==> config.mk <==
export PLATFORM = sky130hd
export DESIGN_NAME = sliding_window_fault_counter
export DESIGN_NICKNAME = d
export VERILOG_FILES = /design/src/hdl/swfc_pkg.sv /design/src/hdl/swfc_cell.sv /design/src/hdl/sliding_window_fault_counter.sv
export SDC_FILE = /design/constraint.sdc
export NUM_CORES = 1
export LEC_CHECK = 0
export ABC_AREA = 1
export BUFFER_PORTS_ARGS = -buffer_cell sky130_fd_sc_hd__buf_2
export CAP_MARGIN = 25
export CORE_UTILIZATION = 46
export CTS_BUF_LIST = sky130_fd_sc_hd__clkbuf_16
export CTS_CLUSTER_SIZE = 14
export DETAILED_ROUTE_END_ITERATION = 12
export HOLD_SLACK_MARGIN = 0.05
export PLACE_DENSITY_LB_ADDON = 0.1
export SKIP_CTS_REPAIR_TIMING = 1
export SYNTH_ARGS = -nofsm -noshare
export SYNTH_HDL_FRONTEND = slang
export SYNTH_SLANG_ARGS = --single-unit
==> constraint.sdc <==
create_clock -name clk -period 10.1 [get_ports clk]
set_clock_uncertainty 0.2 [all_clocks]
set_input_delay 1.01 -clock clk [delete_from_list [all_inputs] [get_ports clk]]
set_output_delay 1.01 -clock clk [all_outputs]
set_load 0.05 [all_outputs]
==> src/hdl/swfc_pkg.sv <==
`timescale 1ns / 1ps

package swfc_pkg;

	// ring geometry and field widths
	localparam int RING_DEPTH = 16;
	localparam int CNT_W      = 5;
	localparam int TIME_W     = 48;
	localparam int WIN_W      = 32;
	localparam int THR_W      = 5;
	localparam int CFG_IDX_W  = 1;
	localparam int CFG_DATA_W = 32;

	// request codes
	localparam logic [1:0] REQ_FAULT     = 2'd0;
	localparam logic [1:0] REQ_RECONNECT = 2'd1;
	localparam logic [1:0] REQ_CLEAR     = 2'd2;
	localparam logic [1:0] REQ_UNUSED    = 2'd3;

	// configuration register indexes
	localparam logic [CFG_IDX_W-1:0] CFG_WINDOW = 1'd0;
	localparam logic [CFG_IDX_W-1:0] CFG_THRESH = 1'd1;

	// register reset values
	localparam logic [WIN_W-1:0] WIN_RESET = 32'd60000000;
	localparam logic [THR_W-1:0] THR_RESET = 5'd3;

	typedef struct packed {
		logic [1:0]        req_type;
		logic [TIME_W-1:0] event_time;
	} swfc_in_t;

	typedef struct packed {
		logic [CNT_W-1:0] event_count;
		logic             recover_due;
		logic             episode_active;
	} swfc_out_t;

	// controls broadcast to every cell of the chain
	typedef struct packed {
		logic clear;
		logic shift;
		logic append;
	} cell_ctl_t;

	typedef enum logic [1:0] {
		ST_IDLE,
		ST_PRUNE,
		ST_DONE
	} swfc_state_t;

endpackage

==> src/hdl/swfc_cell.sv <==
`timescale 1ns / 1ps

module swfc_cell (
	input  logic                      clk,
	input  logic                      arst_n,
	input  swfc_pkg::cell_ctl_t       ctl,
	input  logic [swfc_pkg::TIME_W-1:0] nxt_stamp,
	input  logic                      nxt_valid,
	input  logic                      prv_valid,
	input  logic [swfc_pkg::TIME_W-1:0] new_stamp,
	output logic [swfc_pkg::TIME_W-1:0] stamp,
	output logic                      valid
);
	import swfc_pkg::*;

	logic [TIME_W-1:0] stamp_q;
	logic              valid_q;
	logic              load;

	// the first empty slot takes the appended stamp
	assign load = ctl.append && !valid_q && prv_valid;

	// valid bit: cleared, shifted toward the oldest end, or set by append
	always_ff @(posedge clk or negedge arst_n) begin
		if (!arst_n) begin
			valid_q <= 1'b0;
		end else if (ctl.clear) begin
			valid_q <= 1'b0;
		end else if (ctl.shift) begin
			valid_q <= nxt_valid;
		end else if (load) begin
			valid_q <= 1'b1;
		end
	end

	// stamp payload, no reset
	always_ff @(posedge clk) begin
		if (ctl.shift) begin
			stamp_q <= nxt_stamp;
		end else if (load) begin
			stamp_q <= new_stamp;
		end
	end

	assign stamp = stamp_q;
	assign valid = valid_q;

endmodule

==> src/hdl/sliding_window_fault_counter.sv <==
`timescale 1ns / 1ps
// A reconnect, clear, unused or swallowed fault item goes from idle to the done state; a
//   recording fault item first passes the prune state. No new item is taken until the done
//   state, which waits for a free output register, is left. Pruning shifts the cell chain one
//   stamp per cycle, testing only the oldest cell against the cutoff.
// Reset (arst_n low): window empty, episode closed, registers at 60000000 and 3, no result.

module sliding_window_fault_counter (
	input  logic                          clk,
	input  logic                          arst_n,
	input  logic                          in_valid,
	output logic                          in_ready,
	input  swfc_pkg::swfc_in_t            in_data,
	output logic                          out_valid,
	input  logic                          out_ready,
	output swfc_pkg::swfc_out_t           out_data,
	input  logic                          cfg_we,
	input  logic [swfc_pkg::CFG_IDX_W-1:0]  cfg_idx,
	input  logic [swfc_pkg::CFG_DATA_W-1:0] cfg_wdata
);
	import swfc_pkg::*;

	swfc_state_t       state_q, state_nxt;
	logic [1:0]        req_q;
	logic [TIME_W-1:0] time_q;
	logic              rec_q;
	logic [CNT_W-1:0]  count_q;
	logic              latch_q;
	logic [WIN_W-1:0]  win_q;
	logic [THR_W-1:0]  thr_q;
	logic              out_valid_q;
	swfc_out_t         out_data_q;

	logic              accept;
	logic              go_rec;
	logic              stale;
	logic              out_free;
	logic              shift_en;
	logic              finish;
	logic [CNT_W-1:0]  count_nxt;
	logic              latch_nxt;
	cell_ctl_t         ctl;

	logic [TIME_W-1:0]     stamp_vec [RING_DEPTH];
	logic [RING_DEPTH-1:0] valid_vec;

	assign accept   = in_valid && in_ready;
	assign out_free = !out_valid_q || out_ready;
	assign go_rec   = (in_data.req_type == REQ_FAULT) && (win_q != '0) && !latch_q;

	// oldest stamp is stale when stamp + window < now, computed without wrap
	assign stale = valid_vec[0] &&
		(({1'b0, stamp_vec[0]} + {{(TIME_W + 1 - WIN_W){1'b0}}, win_q}) <
		 {1'b0, time_q});

	// next state
	always_comb begin
		state_nxt = state_q;
		unique case (state_q)
			ST_IDLE: begin
				if (accept) begin
					state_nxt = go_rec ? ST_PRUNE : ST_DONE;
				end
			end
			ST_PRUNE: begin
				if (!stale) begin
					state_nxt = ST_DONE;
				end
			end
			ST_DONE: begin
				if (out_free) begin
					state_nxt = ST_IDLE;
				end
			end
			default: state_nxt = ST_IDLE;
		endcase
	end

	// state outputs
	always_comb begin
		in_ready = 1'b0;
		shift_en = 1'b0;
		finish   = 1'b0;
		unique case (state_q)
			ST_IDLE:  in_ready = 1'b1;
			ST_PRUNE: shift_en = stale;
			ST_DONE:  finish   = out_free;
			default:  in_ready = 1'b0;
		endcase
	end

	always_ff @(posedge clk or negedge arst_n) begin
		if (!arst_n) begin
			state_q <= ST_IDLE;
		end else begin
			state_q <= state_nxt;
		end
	end

	// item capture
	always_ff @(posedge clk) begin
		if (accept) begin
			req_q  <= in_data.req_type;
			time_q <= in_data.event_time;
			rec_q  <= go_rec;
		end
	end

	// final action of the item and the status it reports
	always_comb begin
		count_nxt  = count_q;
		latch_nxt  = latch_q;
		ctl.clear  = 1'b0;
		ctl.append = 1'b0;
		ctl.shift  = shift_en;
		if (finish) begin
			case (req_q)
				REQ_FAULT: begin
					if (rec_q) begin
						ctl.append = 1'b1;
						latch_nxt  = 1'b1;
						if (count_q < CNT_W'(RING_DEPTH)) begin
							count_nxt = count_q + 1'b1;
						end
					end
				end
				REQ_RECONNECT: latch_nxt = 1'b0;
				REQ_CLEAR: begin
					ctl.clear = 1'b1;
					count_nxt = '0;
					latch_nxt = 1'b0;
				end
				default: latch_nxt = latch_q;
			endcase
		end
	end

	// held count and episode latch
	always_ff @(posedge clk or negedge arst_n) begin
		if (!arst_n) begin
			count_q <= '0;
			latch_q <= 1'b0;
		end else if (shift_en) begin
			count_q <= count_q - 1'b1;
		end else begin
			count_q <= count_nxt;
			latch_q <= latch_nxt;
		end
	end

	// configuration registers
	always_ff @(posedge clk or negedge arst_n) begin
		if (!arst_n) begin
			win_q <= WIN_RESET;
			thr_q <= THR_RESET;
		end else if (cfg_we) begin
			unique case (cfg_idx)
				CFG_WINDOW: win_q <= cfg_wdata[WIN_W-1:0];
				CFG_THRESH: thr_q <= cfg_wdata[THR_W-1:0];
				default:    win_q <= win_q;
			endcase
		end
	end

	// output register
	always_ff @(posedge clk or negedge arst_n) begin
		if (!arst_n) begin
			out_valid_q <= 1'b0;
		end else if (finish) begin
			out_valid_q <= 1'b1;
		end else if (out_ready) begin
			out_valid_q <= 1'b0;
		end
	end

	always_ff @(posedge clk) begin
		if (finish) begin
			out_data_q.event_count    <= count_nxt;
			out_data_q.recover_due    <= (count_nxt >= thr_q);
			out_data_q.episode_active <= latch_nxt;
		end
	end

	assign out_valid = out_valid_q;
	assign out_data  = out_data_q;

	// chain of stamp cells, cell 0 holds the oldest stamp
	for (genvar i = 0; i < RING_DEPTH; i++) begin : g_cell
		logic [TIME_W-1:0] nxt_stamp;
		logic              nxt_valid;
		logic              prv_valid;

		if (i == RING_DEPTH - 1) begin : g_last
			assign nxt_stamp = stamp_vec[i];
			assign nxt_valid = 1'b0;
		end else begin : g_mid
			assign nxt_stamp = stamp_vec[i+1];
			assign nxt_valid = valid_vec[i+1];
		end

		if (i == 0) begin : g_first
			assign prv_valid = 1'b1;
		end else begin : g_rest
			assign prv_valid = valid_vec[i-1];
		end

		swfc_cell u_cell (
			.clk       (clk),
			.arst_n    (arst_n),
			.ctl       (ctl),
			.nxt_stamp (nxt_stamp),
			.nxt_valid (nxt_valid),
			.prv_valid (prv_valid),
			.new_stamp (time_q),
			.stamp     (stamp_vec[i]),
			.valid     (valid_vec[i])
		);
	end

`ifndef SYNTHESIS
	// held count tracks the occupied cells
	a_count_match: assert property (@(posedge clk) disable iff (!arst_n)
		$countones(valid_vec) == 32'(count_q))
		else $error("held count differs from occupied cells");

	// occupied cells form a run from the oldest end
	a_valid_packed: assert property (@(posedge clk) disable iff (!arst_n)
		((({1'b0, valid_vec} + 1'b1) & {1'b0, valid_vec}) == '0))
		else $error("gap in occupied cells");

	// a result appears only on leaving the done state
	a_result_src: assert property (@(posedge clk) disable iff (!arst_n)
		$rose(out_valid_q) |-> $past(state_q) == ST_DONE)
		else $error("result loaded outside done state");

	// pruning only runs for a recording fault
	a_prune_rec: assert property (@(posedge clk) disable iff (!arst_n)
		state_q == ST_PRUNE |-> rec_q && req_q == REQ_FAULT)
		else $error("prune without a recording fault");
`endif

endmodule
; After elaboration in Yosys (flattened, before gate mapping)
; Index checks and enable logic that the tools add are counted.
[totals]
wordCells = 255
register_bits = 888
[op_classes]
mux = 101
n_reduce_logical = 95
order_cmp = 3
n_addsub = 3
eq_ne = 7
n_bitwise = 2
[op_table]
columns = op, count
row1 = $mux W48, 30
row2 = $mux W1, 60
row3 = $add A48 B32 Y49, 1
row4 = $lt A49 B48 Y1, 1
row5 = $reduce_bool A3 Y1, 16
row6 = $logic_and A1 B1 Y1, 35
row7 = $reduce_bool A2 Y1, 16
row8 = $reduce_bool A32 Y1, 1
row9 = $mux W5, 4
row10 = $logic_not A1 Y1, 18
row11 = $pmux W5 S2, 1
row12 = $mux W2, 4
row13 = $logic_not A2 Y1, 3
row14 = $ne A2 B2 Y1 const B, 3
row15 = $pmux W2 S3, 1
row16 = $reduce_and A2 Y1, 3
row17 = $add A5 B1 Y5 const B, 1
row18 = $ge A5 B5 Y1, 1
row19 = $lt A5 B5 Y1 const B, 1
row20 = $sub A5 B1 Y5 const B, 1
row21 = $eq A2 B1 Y1 const B, 2
row22 = $eq A2 B2 Y1 const B, 2
row23 = $reduce_and A3 Y1, 1
row24 = $not A1 Y1, 2
row25 = 3 further kinds, 3

; Depth between registers and ports, before layout
; Gate-level depths: netlist of the first run.
[depth]
word_depth = 9
mapped_depth = 32

; Cells and area by module
; A second synthesis of the first run with hierarchy kept.
[unflattened]
cells_unflattened = 4294
area_unflattened_um2 = 41289.6
[modules_own_cells]
columns = mod, cells_per_inst, seq_area_each_um2, area_each_um2, n_inst
row1 = swfc_cell, 213, 1466.4, 2105.8, 16
row2 = sliding_window_fault_counter, 886, 2907.8, 7597.3, 1

; Worst setup path before layout of the first run
; No wires, ideal clock.
[synth_timing]
path_kind = input-to-reg
from = input port out_ready
to = register g_cell[15].u_cell.stamp_q[0], enable pin
required_time_ns = 9.387
arrival_ns = 5.317
path_slack_ns = 4.070
setup_time_ns = 0.513
cell_stages = 6
path_buffers = 0
cell_sequence = nor2_1 -> nor2_1 -> inv_1 -> nor3_2 -> inv_1 -> nor3_1
[synth_between]
elab_chain_len = 6
[synth_rtl]
columns = element, line
row1 = from (decl), sliding_window_fault_counter.sv:15  ; input logic out_ready,
row2 = $logic_or A1 B1 Y1, sliding_window_fault_counter.sv:48  ; assign out_free = !out_valid_q || out_ready;
row3 = $mux W1, sliding_window_fault_counter.sv:84  ; unique case (state_q)
row4 = named net finish, sliding_window_fault_counter.sv:39  ; logic finish;
row5 = $mux W1, sliding_window_fault_counter.sv:116  ; if (finish) begin
row6 = $logic_and A1 B1 Y1 (2 in series), swfc_cell.sv:21  ; assign load = ctl.append && !valid_q && prv_valid;
row7 = $reduce_and A2 Y1 (no line), --
row8 = to (signal assigned), swfc_cell.sv:39  ; stamp_q <= nxt_stamp;
row9 = to (signal assigned), swfc_cell.sv:41  ; stamp_q <= new_stamp;
row10 = to (decl), swfc_cell.sv:16  ; logic [TIME_W-1:0] stamp_q;
; The timed path passes the listed nets, and every way through them passes these cells.
; A chain may end at the register's enable or synchronous reset.

; Worst setup path after layout of the first run
[layout_timing]
from = register g_cell[0].u_cell.stamp_q[9]
to = register g_cell[13].u_cell.stamp_q[46], enable pin
[layout_between]
elab_chain_len = 5
[layout_rtl]
columns = element, line
row1 = from (decl), swfc_cell.sv:16
row2 = from (signal assigned), swfc_cell.sv:39
row3 = from (signal assigned), swfc_cell.sv:41
row4 = $add A48 B32 Y49, sliding_window_fault_counter.sv:53  ; (({1'b0, stamp_vec[0]} + {{(TIME_W + 1 - WIN_W){1'b0}}, win_q}) <
row5 = $lt A49 B48 Y1, sliding_window_fault_counter.sv:53
row6 = $logic_and A1 B1 Y1, sliding_window_fault_counter.sv:52  ; assign stale = valid_vec[0] &&
row7 = $mux W1, sliding_window_fault_counter.sv:84
row8 = $reduce_bool A2 Y1 (no line), --
row9 = to (signal assigned), swfc_cell.sv:39
row10 = to (signal assigned), swfc_cell.sv:41
row11 = to (decl), swfc_cell.sv:16
; Every way passes these cells.

==> results of run 1 <==
metal layers:
layer  GRT usage, %  routed length (um)  vias up
met5              0                   0        -
met4           6.59                2260        0
met3           3.68                6510      122
met2           36.4               47500      779
met1           36.1               49100    13100
li1               -                   -    12300
cells in the final DEF (no fill, tap or decap), types with 14 or more instances in the layout:
master,instances
nand2_1,905
edfxtp_1,826
nand3_1,795
inv_1,193
clkbuf_16,96
buf_2,96
ha_1,86
nor2_1,84
a21oi_1,75
dfrtp_1,50
o21ai_0,47
nand2_4,39
buf_4,34
xor2_1,30
clkinv_1,29
mux2_2,27
nand2_2,25
xnor2_1,18
clkinv_2,18
nor3_1,14
through the flow:
stage	hold slack [ns]	cell area, um2	std cells	setup WS, ns
2_1_floorplan	0.250	39800	3514	4.07
3_3_place_gp	0.266	40700	4566	2.86
3_5_place_dp	0.285	40700	4568	2.95
4_1_cts	0.278	43700	4745	2.89
5_1_grt	0.296	43800	4750	2.38
6_report	0.293	43800	4751	2.84
logic make-up after synthesis:
kind of cell	after synthesis
and+or+nand+nor	1900
DFF	888
buffers and inverters	398
AOI/OAI and AO/OA	166
adders and majority gates	87
xor gates and xnor gates	48
muxes	27
worst register-to-register path: cells and delay by family, from the launching register on:
family,cells,cell delay (ns)
AOI/OAI and AO/OA,7,1.90
xor gates and xnor gates,1,0.20
adders and majority gates,2,0.68
buffers and inverters,3,0.69
DFF,1,0.52
and+or+nand+nor,10,2.67
cell usage after synthesis (all sizes together), types with 2 or more instances:
| master | instances | area (um2) |
|---|---|---|
| o21a | 7 | 52.6 |
| xnor2 | 18 | 158 |
| dfrtp | 50 | 1250 |
| o21ai | 53 | 269 |
| ha | 86 | 1080 |
| nand4 | 9 | 56.3 |
| nor4 | 13 | 81.3 |
| and3 | 4 | 25.0 |
| inv | 173 | 649 |
| o21bai | 4 | 41.3 |
| a31oi | 6 | 37.5 |
| a21o | 9 | 67.6 |
| nor2 | 86 | 347 |
| edfxtp | 826 | 24800 |
| mux2 | 27 | 304 |
| clkbuf | 20 | 75.1 |
| nand2 | 971 | 4000 |
| a31o | 2 | 17.5 |
| o22ai | 2 | 12.5 |
| buf | 204 | 1290 |
| nor3 | 17 | 90.1 |
| xor2 | 30 | 263 |
| a21oi | 78 | 409 |
| dfstp | 12 | 315 |
| nand3 | 796 | 3990 |
sequential cells by signal (all words and copies together), names as in the netlist:
signal,flops
g_cell.u_cell.stamp,768
win_q,32
rec_q,1
req_q,2
g_cell.u_cell.valid,16
state_q,2
out_data,7
out_valid,1
thr_q,5
count_q,5
time_q,48
latch_q,1
worst max path at each step:
| stage | from | end | slack [ns] | cells after the start |
|---|---|---|---|---|
| 2_1_floorplan | out_ready | g_cell[15].u_cell.stamp[0] | 4.07 | 6 |
| 3_3_place_gp | g_cell[0].u_cell.stamp[9] | g_cell[11].u_cell.stamp[12] | 2.86 | 25 |
| 3_5_place_dp | g_cell[0].u_cell.stamp[9] | g_cell[0].u_cell.stamp[11] | 2.95 | 26 |
| 4_1_cts | g_cell[0].u_cell.stamp[9] | g_cell[0].u_cell.stamp[11] | 2.89 | 26 |
| 5_1_grt | g_cell[0].u_cell.stamp[9] | g_cell[0].u_cell.stamp[11] | 2.38 | 26 |
| 6_report | g_cell[0].u_cell.stamp[9] | g_cell[13].u_cell.stamp[46] | 2.84 | 23 |
final cells by class:
type,count,area share [%]
antenna,1,0.00571
clock buffer,96,5.49
clock inverter,81,1.31
inverter,174,1.49
multi-input combinational,2228,26.1
sequential,888,60.2
tap,1144,3.27
timing repair buffer,139,2.14
power breakdown:
part	switching (mW)	internal [mW]	total (mW)	leakage, nW
logic	1.23	0.478	1.71	6.77
clock network	1.51	1.86	3.37	1.53
registers	0.202	4.50	4.70	8.22
total	2.94	6.84	9.78	16.5
==> impl_metrics.env, run 1 <==
export IMPL_cts_htree_levels=3
export IMPL_tns_ns=0
export IMPL_worstPathCellList="ha_1 > a21oi_1 > inv_1 > a31oi_1 > o21ai_0 > a21oi_1 > inv_1 > nand2_1 > nand2_1 > a21oi_1 > xor2_1 > ha_1 > a21oi_1 > o21a_1 > nor2_1 > nor2_1 > nand2_1 > nand2_1 > nand2_1 > nand2_8 > nand2_8 > nand2_2 > buf_4"
export IMPL_start_util_pct=46.6
export IMPL_grt_antenna_before_repair=2
export IMPL_ctsRootBufferMaster="clkbuf_16"
export IMPL_clock_sinks=888
export IMPL_drt_iter0_markers=2568
export IMPL_hold_path_class="reg2reg"
export IMPL_critPathSlowestCell="nand2_2"
export IMPL_cp_common_cell="nand2_1"
export IMPL_fill_cells=7645
export IMPL_grt_overflow_total=0
export IMPL_synth_xor_area_share_pct=1.06
export IMPL_grtUsageTotal_pct=24.1
export IMPL_synth_async_sr_flop_share_pct=6.98
export IMPL_chipWidth_um=296
export IMPL_synth_cells=3514
export IMPL_synthFlopType="edfxtp_1"
export IMPL_syn2layout_area_growth_pct=10.1
export IMPL_core_um2=85400
export IMPL_criticalPathCategory="reg2reg"
export IMPL_nets=3701
export IMPL_synthAdderAreaFrac_pct=2.76
export IMPL_final_core_util_pct=51.3
export IMPL_worstSkewPairLatency_ns=0.67
export IMPL_end_kind="flip-flop"
export IMPL_grt_pass1_wl_um=159000
export IMPL_crit_required_ns=10.21
export IMPL_r2r_setup_slack_ns=2.84
export IMPL_synth_compound_area_share_pct=2.38
export IMPL_hold_viol=0
export IMPL_rows=107
export IMPL_drive_gt1_share_pct=10.7
export IMPL_grt_pass1_vias=25300
export IMPL_dieHeight_um=296
export IMPL_worstMarginPinSlew_ns=1.12
export IMPL_synthMuxAreaShare_pct=0.764
export IMPL_grt_max_degree=227
export IMPL_vias_per_cell=5.55
export IMPL_dpl_hpwl_um=64200
export IMPL_max_stage_delay_ns=0.96
export IMPL_grt_setup_unrepaired="false"
export IMPL_drc=0
export IMPL_yosys_warnings=0
export IMPL_reg2reg_depth=23
export IMPL_relSlewSlack_pct=25.5
export IMPL_cellPowerDensity_nw_per_um2=223
export IMPL_peakVddDrop_v=0.000131
export IMPL_fmax_ghz=0.138
export IMPL_worstSetupStartpointType="flip-flop"
export IMPL_wl_per_cell_um=22.2
export IMPL_wirelength_um=105000
export IMPL_synth_distinct_cells=52
export IMPL_ant_nets=0
export IMPL_synthSimpleGateAreaFrac_pct=21.7
export IMPL_setup_violations_final=0
export IMPL_cap_violations=0
export IMPL_worstHoldStart="thr_q[3]"
export IMPL_numCtsBuffers=95
export IMPL_io_buffers=96
export IMPL_status="completed"
export IMPL_synth_edf_count=826
export IMPL_gp_congestion=0.965
export IMPL_multi_input_area_um2=11400
export IMPL_hold_end="thr_q[3]"
export IMPL_cp_num_buf_inv=3
export IMPL_path_max_fanout=111
export IMPL_power_mw=9.78
export IMPL_crit_arrival_ns=7.37
export IMPL_crit_family="simple AND/OR/NAND/NOR gates"
export IMPL_top_level_ports=97
export IMPL_r2r_end="g_cell[13].u_cell.stamp[46]"
export IMPL_whs_path_depth=2
export IMPL_synth_top_family_by_area="simple AND/OR/NAND/NOR gates"
export IMPL_period_share_pct=71.9
export IMPL_synth_avg_cell_area_um2=11.3
export IMPL_tritoncts="yes"
export IMPL_r2r_start="g_cell[0].u_cell.stamp[9]"
export IMPL_finalCriticalPeriod_ns=7.26
export IMPL_clockBufferDepth=3
export IMPL_vias=26400
export IMPL_synth_seq_cells=888
export IMPL_syn_area_um2=39800
export IMPL_die_area_um2=87600
export IMPL_drtPass1Iterations=6
export IMPL_ys_seq_area_share_pct=66.3
export IMPL_register_area_um2=26400
export IMPL_slew_violations=0
export IMPL_p_leak_nw=16.5
export IMPL_cts_clk_slew_worst_paths_ns=0.06
export IMPL_syn_nets=3689
Note: power is estimated with default switching activity, not from simulation.
==> run 2, diff against run 1 <==
--- a/config.mk
+++ b/config.mk
@@ -5,7 +5,7 @@
 export SDC_FILE = /design/constraint.sdc
 export NUM_CORES = 1
 export LEC_CHECK = 0
-export ABC_AREA = 1
+export ABC_AREA = 0
 export BUFFER_PORTS_ARGS = -buffer_cell sky130_fd_sc_hd__buf_2
 export CAP_MARGIN = 25
 export CORE_UTILIZATION = 46
==> constraint.sdc (replaced) <==
create_clock -name clk -period 5.8 [get_ports clk]
set_clock_uncertainty 0.2 [all_clocks]
set_input_delay 0.58 -clock clk [delete_from_list [all_inputs] [get_ports clk]]
set_output_delay 0.58 -clock clk [all_outputs]
set_load 0.05 [all_outputs]
==> run 2 against run 1 <==
Against the previous run: first-iteration DRC count down 27%; clock power up 86%; core utilization up 4.1 points; count of clock-buffer cells in the layout up 4; sequential power up 67%; worst hold slack worse by 0.21 ns; combinational power up 65%; cell count down 17%; non-clock buffer count up 242; maximum frequency up 28%; area after synthesis down 4.8%; global-route usage down 2.6 points; critical path type unchanged; highest routed layer is now met5.
==> impl_metrics.env, run 2 <==
export IMPL_max_stage_delay_ns=0.45
export IMPL_hold_viol=0
export IMPL_ant_nets=0
export IMPL_wl_per_cell_um=23.2
export IMPL_grtUsageTotal_pct=21.5
export IMPL_hold_path_class="in2reg"
export IMPL_chipWidth_um=289
export IMPL_peakVddDrop_v=0.000262
export IMPL_crit_arrival_ns=5.84
export IMPL_cellPowerDensity_nw_per_um2=377
export IMPL_period_share_pct=97.4
export IMPL_ctsRootBufferMaster="clkbuf_16"
export IMPL_grt_pass1_wl_um=134000
export IMPL_dpl_hpwl_um=54700
export IMPL_largest_reg_flops=768
export IMPL_worstPathCellList="ha_1 > fa_2 > a211oi_4 > o21ai_2 > a31o_2 > a211o_4 > a31oi_2 > o21bai_1 > a21oi_1 > xnor2_1 > ha_1 > a211oi_1 > o21ai_0 > o221ai_1 > a31oi_2 > nor4_4 > buf_6 > buf_12 > buf_16 > buf_16 > nor2_4 > buf_12 > a21o_1"
export IMPL_path_max_fanout=16
export IMPL_yosys_warnings=0
export IMPL_fill_cells=6478
export IMPL_tritoncts="yes"
export IMPL_numCtsBuffers=95
export IMPL_clockBufferDepth=3
export IMPL_syn_nets=2631
export IMPL_slew_violations=0
export IMPL_wirelength_um=91000
export IMPL_yosys_top_cells_area="edfxtp_1, a21o_1, dfrtp_1"
export IMPL_grt_overflow_total=0
export IMPL_gp_congestion=0.872
export IMPL_register_area_um2=26400
export IMPL_power_mw=16.9
export IMPL_drtPass1Iterations=5
export IMPL_worstMarginPinSlew_ns=0.956
export IMPL_grt_max_degree=106
export IMPL_final_common_cell="edfxtp_1"
export IMPL_synth_most_common_cell="edfxtp_1"
export IMPL_syn2layout_area_growth_pct=18.5
export IMPL_synthFlopType="edfxtp_1"
export IMPL_final_core_util_pct=55.4
export IMPL_synth_largest_area_cell="edfxtp_1"
export IMPL_ys_seq_area_share_pct=69.6
export IMPL_finalCriticalPeriod_ns=5.65
export IMPL_grt_antenna_before_repair=2
export IMPL_core_um2=81100
export IMPL_criticalPathCategory="reg2reg"
export IMPL_synth_top_cell_area_share_pct=65.5
export IMPL_cts_clk_slew_worst_paths_ns=0.06
export IMPL_drc=0
export IMPL_status="completed"
export IMPL_rows=104
export IMPL_synthTopCellsByCount="edfxtp_1, a21o_1, ha_1"
export IMPL_antenna_diode_count=0
export IMPL_worstSetupStartpointType="flip-flop"
export IMPL_vias_per_cell=5.53
export IMPL_grt_pass1_vias=21200
export IMPL_top_level_ports=97
export IMPL_syn_area_um2=37900
export IMPL_critPathSlowestCell="dfrtp_2"
export IMPL_end_kind="flip-flop"
export IMPL_vias=21700
export IMPL_synth_async_sr_flop_share_pct=6.98
export IMPL_synth_edf_count=826
export IMPL_die_area_um2=83500
export IMPL_p_leak_nw=19.4
export IMPL_stdcell_area_um2=44900
export IMPL_cts_htree_levels=3
export IMPL_layout_common_cells="edfxtp_1, a21o_1, buf_4, clkbuf_16, buf_2"
export IMPL_worstSkewPairLatency_ns=0.65
export IMPL_setup_violations_final=0
export IMPL_drive_gt1_share_pct=19.2
export IMPL_fmax_ghz=0.177
export IMPL_start_util_pct=46.7
export IMPL_drt_iter0_markers=1862
export IMPL_dieHeight_um=289
export IMPL_cap_violations=0
export IMPL_relSlewSlack_pct=36.3
export IMPL_io_buffers=96
export IMPL_dpl_instance_area_um2=40400
export IMPL_nets=2956
export IMPL_synth_avg_cell_area_um2=15.4
export IMPL_synth_seq_cells=888
export IMPL_clock_sinks=888
export IMPL_synth_distinct_cells=61
export IMPL_crit_required_ns=5.99
export IMPL_synth_cells=2456
export IMPL_multi_input_area_um2=10100
run 2: cell count changes after synthesis, moves of 29 or more:
cell and change:
nand2_1 -858, nand3_1 -782, buf_4 -29, buf_2 -99, nand2_4 -39, a21o_1 +731, inv_1 -104, buf_6 +66
run 2: through the flow:
step / setup WS [ns] / setup TNS [ns] / hold slack [ns] / instances
final: 0.149 / 0 / 0.0779 / 3920
after global routing: -0.0407 / -1.26 / 0.0528 / 3920
after CTS: -0.329 / -191.54 / -0.140 / 3822
after detailed placement: -0.247 / -106.91 / 0.236 / 3646
after global placement: -0.423 / -364.48 / 0.233 / 3646
after floorplan: 0.198 / 0 / 0.0844 / 2456
run 2: area by class of cell:
| type | count | area share, % |
|---|---|---|
| flip-flops and latches | 888 | 58.7 |
| multi-input cells | 1346 | 22.4 |
| repair buffers | 381 | 8.13 |
| clock buffers | 100 | 5.57 |
| well taps | 1060 | 2.95 |
| clock inverters | 76 | 1.58 |
| inverters | 69 | 0.577 |
run 2: where the power goes:
part	switching, mW	total (mW)	leakage (nW)	internal [mW]
sequential	0.223	7.83	8.21	7.61
clock	2.54	6.27	1.66	3.73
combinational	1.55	2.82	9.48	1.27
total	4.31	16.9	19.4	12.6
run 2: cell families after synthesis:
| kind of cell | synth area share [%] |
|---|---|
| xor gates and xnor gates | 1.11 |
| and+or+nand+nor | 3.76 |
| DFF | 69.6 |
| adders and majority gates | 2.89 |
| muxes | 1.21 |
| buffers and inverters | 4.15 |
| AOI/OAI and AO/OA | 17.3 |
run 2: layer usage:
metal,GRT usage (%),routed length [um],share of wire (%),vias up
li1,-,-,-,9993
met1,31.7,42400,47,11000
met2,33.1,41500,46,549
met3,3.36,5020,5.5,130
met4,6.14,2010,2.2,2
met5,0,11,0.012,-
run 2: path summary, 6_finish.rpt:
check | from | to | slack (ns) | cells after the start
setup / recovery | win_q[0] | g_cell[5].u_cell.stamp[43] | 0.15 | 23
hold / removal | cfg_wdata[1] | win_q[1] | 0.08 | 2
setup reg to reg | win_q[0] | g_cell[5].u_cell.stamp[43] | 0.15 | 23
hold reg to reg | time_q[40] | g_cell[15].u_cell.stamp[40] | 0.25 | 0
max in group asynchronous | arst_n | g_cell[9].u_cell.valid | 4.29 | 3
min in group asynchronous | arst_n | win_q[11] | 0.47 | 3
run 2: worst max-delay path: cells and delay by family, from the launching register on:
kind                       cells  cell delay [ns]
adders and majority gates      3             0.92
and+or+nand+nor                2             0.29
DFF                            1             0.45
AOI/OAI and AO/OA             12             2.50
xor gates and xnor gates       1             0.18
buffers and inverters          5             0.83
